==> src/rtl/bsa_pkg.sv <==
// Shared constants, codes and types for the banker safety allocator.
// No dependencies.
`timescale 1ns / 1ps
package bsa_pkg;
   localparam int MAX_PROCESSES = 8;
   localparam int MAX_RESOURCES = 4;
   localparam int COUNT_WIDTH   = 8;
   localparam int PID_W   = $clog2(MAX_PROCESSES);
   localparam int RID_W   = $clog2(MAX_RESOURCES);
   localparam int PCNT_W  = $clog2(MAX_PROCESSES + 1);
   localparam int RCNT_W  = $clog2(MAX_RESOURCES + 1);
   localparam int WORK_W  = COUNT_WIDTH + PCNT_W;
   localparam int REQ_FIELDS = 4;

   localparam logic [1:0] OP_AVAIL = 2'd0;
   localparam logic [1:0] OP_LOAD  = 2'd1;
   localparam logic [1:0] OP_CHECK = 2'd2;
   localparam logic [1:0] OP_REQ   = 2'd3;

   localparam logic [2:0] ST_OK       = 3'd0;
   localparam logic [2:0] ST_UNSAFE   = 3'd1;
   localparam logic [2:0] ST_NEED     = 3'd2;
   localparam logic [2:0] ST_AVAIL    = 3'd3;
   localparam logic [2:0] ST_LOAD_ERR = 3'd4;

   localparam logic CSR_PROC = 1'b0;
   localparam logic CSR_RES  = 1'b1;

   typedef logic [COUNT_WIDTH-1:0] cnt_type;
   typedef logic [WORK_W-1:0]      work_type;

   // One memory row: held and need counts of one process.
   typedef struct packed {
      cnt_type [MAX_RESOURCES-1:0] need;
      cnt_type [MAX_RESOURCES-1:0] held;
   } row_type;
endpackage

==> src/rtl/banker_safety_allocator.sv <==
// Banker safety allocator: request channel in, one status beat out per item.
// Depends on bsa_pkg.
`timescale 1ns / 1ps
// Usage
//  req_ beats carry one item: load a free count, load a process entry
//  (max claim and held), run a safety check, or a resource request.
//  Every item returns exactly one rsp_ beat with a status code and the
//  safe flag of the state left behind.
//  csr_ writes set the live process and resource counts; write only idle.
//  The safety walk reads one process row per cycle from the row memory
//  and runs up to N passes over the N live processes; a rejected-as-unsafe
//  request walks twice.  One item at a time: req_tready is high only
//  while the sequencer is idle.
//  Throughput is set by the single read port of the row memory.
//  Reset (synchronous, high) clears the free counts and marks every row
//  invalid (reads as zero); the counts reset to 8 processes, 4 resources.
//  The result sits in an output register; a new item is accepted while it
//  waits, and only the completion of that next item stalls on rsp_tready.
module banker_safety_allocator (
   input  logic        clock,
   input  logic        reset,
   input  logic        req_tvalid,
   output logic        req_tready,
   // opcode[1:0] process_id[4:2] resource_id[6:5] amount[14:7]
   // held_amount[22:15] req_0[30:23] req_1[38:31] req_2[46:39] req_3[54:47]
   input  logic [55:0] req_tdata,
   output logic        rsp_tvalid,
   input  logic        rsp_tready,
   // status[2:0] safe[3]
   output logic [7:0]  rsp_tdata,
   input  logic        csr_we,
   input  logic        csr_addr,
   input  logic [3:0]  csr_wdata
);
   import bsa_pkg::*;

   localparam logic [2:0] S_IDLE   = 3'd0;
   localparam logic [2:0] S_MOD    = 3'd1;
   localparam logic [2:0] S_WINIT  = 3'd2;
   localparam logic [2:0] S_WRUN   = 3'd3;
   localparam logic [2:0] S_REVERT = 3'd4;
   localparam logic [2:0] S_DONE   = 3'd5;

   logic [2:0]             state_ff, state_in;
   logic [3:0]             pc_ff;
   logic [2:0]             rc_ff;
   logic [1:0]             op_ff, op_in;
   logic [PID_W-1:0]       pid_ff, pid_in;
   logic [RID_W-1:0]       rid_ff, rid_in;
   cnt_type                amt_ff, amt_in, hamt_ff, hamt_in;
   cnt_type [MAX_RESOURCES-1:0] reqv_ff, reqv_in;
   cnt_type [MAX_RESOURCES-1:0] avail_ff, avail_in;
   work_type [MAX_RESOURCES-1:0] work_ff, work_in;
   logic [MAX_PROCESSES-1:0] fin_ff, fin_in;
   logic [MAX_PROCESSES-1:0] vld_ff, vld_in;
   logic [PCNT_W-1:0]      iss_ff, iss_in;
   logic                   pend_ff, pend_in;
   logic [PID_W-1:0]       pendp_ff, pendp_in;
   logic                   prog_ff, prog_in;
   logic                   trial_ff, trial_in;
   logic [2:0]             status_ff, status_in;
   row_type                old_ff, old_in;
   logic                   rsp_valid_ff, rsp_valid_in;
   logic [2:0]             rsp_status_ff, rsp_status_in;
   logic                   rsp_safe_ff, rsp_safe_in;
   logic                   safe_ff, safe_in;

   // row memory
   row_type                mem [MAX_PROCESSES];
   row_type                rd_row_ff;
   logic                   rd_ok_ff;
   row_type                rd_row;
   logic                   mem_re, mem_we;
   logic [PID_W-1:0]       mem_raddr, mem_waddr;
   row_type                mem_wdata;

   logic [PCNT_W-1:0]      np;
   logic [RCNT_W-1:0]      nr;

   assign rd_row = rd_ok_ff ? rd_row_ff : '0;

   // live counts: zero reads as one, above maximum as maximum
   always_comb begin
      if (pc_ff == 4'd0) np = PCNT_W'(1);
      else if (32'(pc_ff) > MAX_PROCESSES) np = PCNT_W'(MAX_PROCESSES);
      else np = PCNT_W'(pc_ff);
      if (rc_ff == 3'd0) nr = RCNT_W'(1);
      else if (32'(rc_ff) > MAX_RESOURCES) nr = RCNT_W'(MAX_RESOURCES);
      else nr = RCNT_W'(rc_ff);
   end

   always_comb begin
      row_type  nrow;
      logic     ex_need, ex_av, fits, all_fin;
      logic     act;
      state_in      = state_ff;
      op_in         = op_ff;
      pid_in        = pid_ff;
      rid_in        = rid_ff;
      amt_in        = amt_ff;
      hamt_in       = hamt_ff;
      reqv_in       = reqv_ff;
      avail_in      = avail_ff;
      work_in       = work_ff;
      fin_in        = fin_ff;
      vld_in        = vld_ff;
      iss_in        = iss_ff;
      pend_in       = pend_ff;
      pendp_in      = pendp_ff;
      prog_in       = prog_ff;
      trial_in      = trial_ff;
      status_in     = status_ff;
      old_in        = old_ff;
      safe_in       = safe_ff;
      rsp_valid_in  = rsp_valid_ff & ~rsp_tready;
      rsp_status_in = rsp_status_ff;
      rsp_safe_in   = rsp_safe_ff;
      mem_re        = 1'b0;
      mem_raddr     = '0;
      mem_we        = 1'b0;
      mem_waddr     = pid_ff;
      mem_wdata     = '0;
      nrow          = rd_row;
      ex_need       = 1'b0;
      ex_av         = 1'b0;
      fits          = 1'b1;
      all_fin       = 1'b1;
      act           = 1'b0;
      req_tready    = (state_ff == S_IDLE);

      unique case (state_ff)
         S_IDLE: begin
            if (req_tvalid) begin
               op_in     = req_tdata[1:0];
               pid_in    = req_tdata[4:2];
               rid_in    = req_tdata[6:5];
               amt_in    = req_tdata[14:7];
               hamt_in   = req_tdata[22:15];
               for (int r = 0; r < MAX_RESOURCES; r++) begin
                  if (r < REQ_FIELDS) reqv_in[r] = req_tdata[23 + 8*r +: 8];
                  else reqv_in[r] = '0;
               end
               status_in = ST_OK;
               trial_in  = 1'b0;
               case (req_tdata[1:0])
                  OP_AVAIL: begin
                     avail_in[req_tdata[6:5]] = req_tdata[14:7];
                     state_in = S_WINIT;
                  end
                  OP_CHECK: state_in = S_WINIT;
                  default: begin
                     mem_re    = 1'b1;
                     mem_raddr = req_tdata[4:2];
                     state_in  = S_MOD;
                  end
               endcase
            end
         end
         S_MOD: begin
            state_in = S_WINIT;
            if (op_ff == OP_LOAD) begin
               nrow.held[rid_ff] = hamt_ff;
               if (hamt_ff > amt_ff) begin
                  nrow.need[rid_ff] = '0;
                  status_in = ST_LOAD_ERR;
               end else begin
                  nrow.need[rid_ff] = amt_ff - hamt_ff;
               end
               mem_we    = 1'b1;
               mem_wdata = nrow;
               vld_in[pid_ff] = 1'b1;
            end else if (PCNT_W'(pid_ff) >= np) begin
               status_in = ST_NEED;
            end else begin
               for (int r = 0; r < MAX_RESOURCES; r++) begin
                  act = (RCNT_W'(r) < nr);
                  if (act && reqv_ff[r] > rd_row.need[r]) ex_need = 1'b1;
                  if (act && reqv_ff[r] > avail_ff[r]) ex_av = 1'b1;
               end
               if (ex_need) status_in = ST_NEED;
               else if (ex_av) status_in = ST_AVAIL;
               else begin
                  for (int r = 0; r < MAX_RESOURCES; r++) begin
                     if (RCNT_W'(r) < nr) begin
                        nrow.held[r] = rd_row.held[r] + reqv_ff[r];
                        nrow.need[r] = rd_row.need[r] - reqv_ff[r];
                        avail_in[r]  = avail_ff[r] - reqv_ff[r];
                     end
                  end
                  old_in    = rd_row;
                  trial_in  = 1'b1;
                  mem_we    = 1'b1;
                  mem_wdata = nrow;
                  vld_in[pid_ff] = 1'b1;
               end
            end
         end
         S_WINIT: begin
            for (int r = 0; r < MAX_RESOURCES; r++) work_in[r] = WORK_W'(avail_ff[r]);
            fin_in   = '0;
            iss_in   = '0;
            pend_in  = 1'b0;
            prog_in  = 1'b0;
            state_in = S_WRUN;
         end
         S_WRUN: begin
            // issue one row read per cycle, evaluate the row read last cycle
            if (iss_ff < np) begin
               mem_re    = 1'b1;
               mem_raddr = iss_ff[PID_W-1:0];
               pend_in   = 1'b1;
               pendp_in  = iss_ff[PID_W-1:0];
               iss_in    = iss_ff + PCNT_W'(1);
            end else begin
               pend_in = 1'b0;
            end
            if (pend_ff) begin
               for (int r = 0; r < MAX_RESOURCES; r++)
                  if (RCNT_W'(r) < nr && WORK_W'(rd_row.need[r]) > work_ff[r]) fits = 1'b0;
               if (!fin_ff[pendp_ff] && fits) begin
                  for (int r = 0; r < MAX_RESOURCES; r++)
                     if (RCNT_W'(r) < nr) work_in[r] = work_ff[r] + WORK_W'(rd_row.held[r]);
                  fin_in[pendp_ff] = 1'b1;
                  prog_in = 1'b1;
               end
            end
            if (iss_ff >= np && !pend_ff) begin
               for (int p = 0; p < MAX_PROCESSES; p++)
                  if (PCNT_W'(p) < np && !fin_ff[p]) all_fin = 1'b0;
               if (prog_ff && !all_fin) begin
                  iss_in  = '0;
                  prog_in = 1'b0;
               end else if (trial_ff && !all_fin) begin
                  state_in = S_REVERT;
               end else begin
                  safe_in  = all_fin;
                  trial_in = 1'b0;
                  state_in = S_DONE;
               end
            end
         end
         S_REVERT: begin
            mem_we    = 1'b1;
            mem_wdata = old_ff;
            for (int r = 0; r < MAX_RESOURCES; r++)
               if (RCNT_W'(r) < nr) avail_in[r] = avail_ff[r] + reqv_ff[r];
            status_in = ST_UNSAFE;
            trial_in  = 1'b0;
            state_in  = S_WINIT;
         end
         S_DONE: begin
            if (!rsp_valid_ff || rsp_tready) begin
               rsp_valid_in  = 1'b1;
               rsp_status_in = status_ff;
               rsp_safe_in   = safe_ff;
               state_in      = S_IDLE;
            end
         end
         default: state_in = S_IDLE;
      endcase
   end

   always_ff @(posedge clock) begin
      if (mem_we) mem[mem_waddr] <= mem_wdata;
      if (mem_re) begin
         rd_row_ff <= mem[mem_raddr];
         rd_ok_ff  <= vld_ff[mem_raddr];
      end
   end

   always_ff @(posedge clock) begin
      if (reset) begin
         state_ff     <= S_IDLE;
         pc_ff        <= 4'(MAX_PROCESSES);
         rc_ff        <= 3'(MAX_RESOURCES);
         avail_ff     <= '0;
         vld_ff       <= '0;
         fin_ff       <= '0;
         trial_ff     <= 1'b0;
         pend_ff      <= 1'b0;
         rsp_valid_ff <= 1'b0;
      end else begin
         state_ff     <= state_in;
         avail_ff     <= avail_in;
         vld_ff       <= vld_in;
         fin_ff       <= fin_in;
         trial_ff     <= trial_in;
         pend_ff      <= pend_in;
         rsp_valid_ff <= rsp_valid_in;
         if (csr_we) begin
            unique case (csr_addr)
               CSR_PROC: pc_ff <= csr_wdata;
               CSR_RES:  rc_ff <= csr_wdata[2:0];
               default:  ;
            endcase
         end
      end
   end

   always_ff @(posedge clock) begin
      op_ff         <= op_in;
      pid_ff        <= pid_in;
      rid_ff        <= rid_in;
      amt_ff        <= amt_in;
      hamt_ff       <= hamt_in;
      reqv_ff       <= reqv_in;
      work_ff       <= work_in;
      iss_ff        <= iss_in;
      pendp_ff      <= pendp_in;
      prog_ff       <= prog_in;
      status_ff     <= status_in;
      old_ff        <= old_in;
      safe_ff       <= safe_in;
      rsp_status_ff <= rsp_status_in;
      rsp_safe_ff   <= rsp_safe_in;
   end

   assign rsp_tvalid = rsp_valid_ff;
   assign rsp_tdata  = {4'b0000, rsp_safe_ff, rsp_status_ff};
endmodule

==> config.mk <==
export PLATFORM = sky130hd
export DESIGN_NAME = banker_safety_allocator
export DESIGN_NICKNAME = d
export VERILOG_FILES = /design/src/rtl/bsa_pkg.sv /design/src/rtl/banker_safety_allocator.sv
export SDC_FILE = /design/constraint.sdc
export NUM_CORES = 2
export LEC_CHECK = 0
export BUFFER_PORTS_ARGS = -buffer_cell sky130_fd_sc_hd__clkbuf_2
export CORE_MARGIN = 8
export CORE_UTILIZATION = 45
export DETAILED_ROUTE_END_ITERATION = 12
export GPL_TIMING_DRIVEN = 0
export PLACE_DENSITY = 0.68
export SLEW_MARGIN = 20
export SYNTH_ARGS = -nofsm -noshare
export SYNTH_HDL_FRONTEND = slang
export SYNTH_SLANG_ARGS = --single-unit
==> constraint.sdc <==
create_clock -name clock -period 8.4 [get_ports clock]
set_input_delay 1.68 -clock clock [delete_from_list [all_inputs] [get_ports clock]]
set_output_delay 1.68 -clock clock [all_outputs]
set_load 0.01 [all_outputs]
# Word-level counts from Yosys, hierarchy flattened

Memories as Yosys holds them, arrays and structs flattened. A register that Yosys moved wholly into a read port is not among the register bits.
Index checks and enable logic that the tools add are counted.

RAM bits: 512
Word-level logic and storage cells: 365
Memories kept: 1
Register bits: 245
Output and inout port bits: 10
Memory bits (read-only): 0
Latch bits: 0
Input port bits: 66

Shift-type cells: 0
Div/mod/pow operators: 0
Add/subtract/negate cells: 22
Equal/unequal tests: 36
Multiply operators: 0
Bitwise gates (word level): 13
Multiplexer cells: 143
Reductions and logical operators: 70
Order comparisons: 39

Memories:

| memory | words | bits a word | rd ports | clocked after memory_dff | write ports | line                          | text |
|---|---|---|---|---|---|---|---|
| mem    | 8     | 64          | 1        | 1                        | 1           | banker_safety_allocator.sv:69 | `row_type mem [MAX_PROCESSES];` |

Operators by type and width:

| kind                                    | count |
|---|---|
| 2-to-1 mux 64 bit                       | 5 |
| 2-to-1 mux 32 bit                       | 7 |
| 2-to-1 mux 8 bit                        | 24 |
| one-hot mux 64 bit (2 select lines)     | 1 |
| bitwise mux 32 bit                      | 3 |
| 2-to-1 mux 48 bit                       | 2 |
| one-hot mux 32 bit (3 select lines)     | 1 |
| one-hot mux 48 bit (2 select lines)     | 1 |
| greater-than comparator 8 bit           | 9 |
| subtractor 8 bit                        | 9 |
| adder 8 bit                             | 8 |
| 2-to-1 mux 1 bit                        | 58 |
| != test 2 bit (second input constant)   | 26 |
| adder 12 x 8 -> 12 bit                  | 4 |
| greater-than comparator 8 x 12 -> 1 bit | 4 |
| 2-to-1 mux 12 bit                       | 4 |
| 2-to-1 mux 3 bit                        | 15 |
| AND reduction 9 bit                     | 5 |
| bitwise AND 32 bit                      | 1 |
| demux 8 bit (select 2 bit)              | 2 |
| inverter 32 bit                         | 1 |
| AND reduction 4 bit                     | 8 |
| logical AND 1 bit                       | 28 |
| 2-to-1 mux 4 bit                        | 5 |
| 48 further kinds                        | 92 |

# Logic depth before layout (Yosys ltp)

Depth after elaboration: 21
Mapped depth: 18
Depth with buffers taken out: 14

# Least setup slack after synthesis

Ideal clock, no wire load.

Kind: flip-flop to flip-flop
Start: reg rd_ok_ff
End: mem mem[4][0] (netlist bit), enable pin
Stages on the path, launching flop included: 16
Library setup time: 565 ps
Setup slack: 617 ps
Path buffers: 3
Clock period less this slack: 7783 ps
Arrival time: 7218 ps
Required time: 7835 ps
Cell sequence: edfxtp_1 -> clkbuf_1 -> clkbuf_1 -> clkbuf_1 -> nand2_1 -> ha_1 -> inv_1 -> fa_1 -> a211oi_1 -> o2111ai_1 -> o221ai_1 -> a211oi_2 -> nand4bb_2 -> o211ai_1 -> nand3_1 -> nor3_1

Longest elaborated chain between the ends: 16
Elaborated cells on any way between the ends: 22
Classes of those cells: order compare: 4; mux: 14; reduce/logical: 4

RTL lines:

| item                                     | line                           | text |
|---|---|---|
| from (decl)                              | banker_safety_allocator.sv:71  | `logic rd_ok_ff;` |
| from (signal assigned)                   | banker_safety_allocator.sv:267 | `rd_ok_ff <= vld_ff[mem_raddr];` |
| 2-to-1 mux 64 bit *                      | banker_safety_allocator.sv:80  | `assign rd_row = rd_ok_ff ? rd_row_ff : '0;` |
| greater-than comparator 8 bit            | banker_safety_allocator.sv:177 | `if (act && reqv_ff[r] > rd_row.need[r]) ex_need = 1'b1;` |
| logical AND 1 bit                        | banker_safety_allocator.sv:177 |  |
| 2-to-1 mux 1 bit (3 in a row)            | banker_safety_allocator.sv:177 |  |
| 2-to-1 mux 1 bit *                       | banker_safety_allocator.sv:177 |  |
| 2-to-1 mux 1 bit *                       | banker_safety_allocator.sv:172 | `end else if (PCNT_W'(pid_ff) >= np) begin` |
| 2-to-1 mux 1 bit *                       | banker_safety_allocator.sv:161 | `if (op_ff == OP_LOAD) begin` |
| 2-to-1 mux 1 bit *                       | banker_safety_allocator.sv:131 | `unique case (state_ff)` |
| 2-to-1 mux 1 bit *                       | banker_safety_allocator.sv:180 | `if (ex_need) status_in = ST_NEED;` |
| 2-to-1 mux 1 bit *                       | banker_safety_allocator.sv:172 |  |
| 2-to-1 mux 1 bit *                       | banker_safety_allocator.sv:161 |  |
| one-hot mux 1 bit (2 select lines) *     | banker_safety_allocator.sv:131 |  |
| 2-to-1 mux 1 bit *                       | banker_safety_allocator.sv:264 | `if (mem_we) mem[mem_waddr] <= mem_wdata;` |
| 2-to-1 mux 1 bit (not written as such) * | banker_safety_allocator.sv:264 |  |
| to (decl)                                | banker_safety_allocator.sv:69  |  |

Mark *: on every way between the ends. The rest lies on a longest branch, timed or not. The select of a mux whose other input is x is not followed.

==> impl_metrics.ini <==
[route]
drt-initial-drc-count = 4033
post-route-drc-count = 0
wl_mm = 138
routed-via-count = 31800
ant_nets = 0
wl_per_cell_um = 26.7
first_pass_iters = 6
avgViaCountPerCell = 6.16

[worst_setup_path]
critPathKind = reg2reg
cp_max_fo = 73
critical_path_required_ps = 8680
start_kind = register
crit_arrival_ps = 7770
end_kind = register

[clocking]
cts_resized = 0
ctsHoldBuffers = 0
cts_tree = yes
clock-sinks = 821
clkSlewWorstSetupHoldPaths_ps = 60
cts.path.max_buffers = 3
clk_latency_ps = 680
cts_setup_buffers = 0
cts_buffers = 89
root_buffer = clkbuf_16
htreeDepth = 3

[power]
power_per_cell_area_mw_per_mm2 = 225
p_sw_mw = 3.06
p_comb_frac = 0.182
p_clk_frac = 0.365
internal_power_mw = 7.49
p_total_mw = 10.6
vdd_drop_max_mv = 0.186
switching_share = 0.290
total_leakage_power_nw = 17.7
p_seq_frac = 0.453

[floorplanning]
core_mm2 = 0.0914
die_h_um = 319
die_x_um = 319
ios = 76
rows = 111
die_area_mm2 = 0.102
initial_core_util = 0.453

[synthesis]
ys_warn_count = 0
synth.area.top_cells = edfxtp_1 55%, nand2_1 6.7%, ha_1 6.1%
synth_top_area_cell = edfxtp_1
synth-async-reset-ratio = 0
ys.flop_type = edfxtp_1
synth-edff-count = 760
synthCells = 3694
syn-cell-area_mm2 = 0.0414
synth_seq_cells = 821
synth.avg_cell_area_um2 = 11.2
ys_types = 91
seq_area_frac_synth = 0.581
synth.top_cell.area_share = 0.551

[cells_and_area]
postLayoutCoreUtil = 0.513
syn_to_final_growth_pct = 13.1
nets = 4189
ff_latch_area_mm2 = 0.0240
final_cell_mix = 760 x edfxtp_1, 736 x nand2_1, 201 x ha_1
multi_input_area_mm2 = 0.0158
final_common_cell = edfxtp_1
drive_gt1_frac = 0.100
fill_cells = 7937

[global_route]
grt_pass1_wl_mm = 200
overflow = 0
grt_max_degree = 74
grt_usage = 0.262
grt_pass1_vias = 30200
antenna_found_initial = 4

[timing]
rsz0062_at_grt = false
drv_slew = 0
max_freq_mhz = 133
period_share = 0.893
setup_violations = 0
final.setup_skew_ps = 38.5
worstMarginPinSlew_ps = 1210
fin_crit_ps = 7500
layout_setup_ws_ps = 901
final_hold_viol_count = 0
whs_ps = 421
relSlewSlack = 0.187
setup-tns-final_ps = 0

[place]
gp_congestion = 1.03
place.detailed.hpwl_mm = 103
numPortBuffers = 70
dp_slack_ps = 1300

[worst_hold_path]
hp-class = reg2reg

[flow_run]
drv_cap = 0

[run_status]
status = finished clean
## cell usage after synthesis (11+ instances only)
cell type	count
inv_1	165
o22ai_1	11
o221ai_1	27
a221o_1	32
a31oi_1	16
o21a_1	15
xnor2_1	51
dfxtp_1	61
o21ai_0	155
a22oi_1	37
nor2b_1	29
o41ai_1	11
nor3_1	33
edfxtp_1	760
xor2_1	33
mux2i_1	21
buf_2	73
nor2_1	168
buf_4	20
a211oi_1	19
a31o_1	59
fa_1	21
clkbuf_1	100
a31o_2	12
a21oi_1	195
o21bai_1	20
nand3_1	143
and2_1	46
a311oi_1	94
and3_1	76
nand2b_1	34
ha_1	201
nand2_1	736
a21o_1	48
## routing by layer
layer	vias to the layer above	wire length, µm	global-route usage
met5	-	11	0
li1	14000	-	-
met4	2	7020	0.120
met1	15600	55600	0.358
met3	340	13700	0.0473
met2	1753	61400	0.406
## layout make-up
| type | count | area share |
|---|---|---|
| inverter | 167 | 0.0134 |
| multi-input combinational | 2496 | 0.337 |
| clock buffer | 116 | 0.0508 |
| clock inverter | 42 | 0.00903 |
| timing repair buffer | 113 | 0.0223 |
| antenna | 1 | 0.0000534 |
| buffer | 213 | 0.0221 |
| tap | 1186 | 0.0317 |
| sequential | 821 | 0.513 |
## flip-flops by register name, indices dropped and copies added, names as in the netlist, 2 cells and up, named ones only
name / count
pc_ff: 4
amt_ff: 8
state_ff: 3
work_ff: 48
rd_row_ff: 64
pendp_ff: 3
op_ff: 2
old_ff: 64
vld_ff: 8
rsp_status_ff: 3
mem_waddr: 3
rid_ff: 2
fin_ff: 8
hamt_ff: 8
status_ff: 3
mem: 512
iss_ff: 4
reqv_ff: 32
rc_ff: 3
## worst paths after layout
kind | from | to | slack (ps) | depth (start not counted)
max reg2reg | rd_ok_ff$_DFFE_PP_ | mem[5][45]$_DFFE_PP_ | 900 | 18
min reg2reg | safe_ff$_DFFE_PP_ | rsp_safe_ff$_DFFE_PP_ | 420 | 0
max | rd_ok_ff$_DFFE_PP_ | mem[5][45]$_DFFE_PP_ | 900 | 18
min | safe_ff$_DFFE_PP_ | rsp_safe_ff$_DFFE_PP_ | 420 | 0
## per-stage QoR
stage                     cell area, µm²  instances
after detailed placement           44000       4996
after CTS                          46800       5154
final                              46800       5155
after global routing               46800       5154
after floorplan                    41400       3697
after global placement             43300       4953
## power groups by stage
stage	registers, mW	logic, mW	clock network, mW
final	4.78	1.92	3.85
after global routing	4.79	2.07	4.02
after CTS	4.78	1.88	3.89
after detailed placement	4.86	1.87	0
after global placement	4.87	1.82	0
after floorplan	4.78	1.24	0
## logic make-up after synthesis
logic type	count (synthesis)	share of synthesized area
other	1	0.0000905
buffers and inverters	380	0.0402
XOR/XNOR	84	0.0178
flip-flops	821	0.581
multiplexers	24	0.00643
AO/OA/AOI/OAI	843	0.143
AND/OR/NAND/NOR	1319	0.141
adder cells (fa/ha/maj)	222	0.0709
## critical path, cell delays in order, from the launching register on
cell and delay [ps]:
edfxtp_1 350, clkbuf_1 590, clkbuf_1 480, clkbuf_1 530, nand2_1 390, ha_1 310
inv_1 70, fa_1 240, a211oi_1 120, o2111ai_1 250, o221ai_1 330, a211oi_2 380
nand4bb_2 260, or2_1 370, buf_2 210, inv_2 300, buf_4 840, a22oi_1 410
o21ai_0 580
No activity file was read; power rests on OpenSTA's default activity.
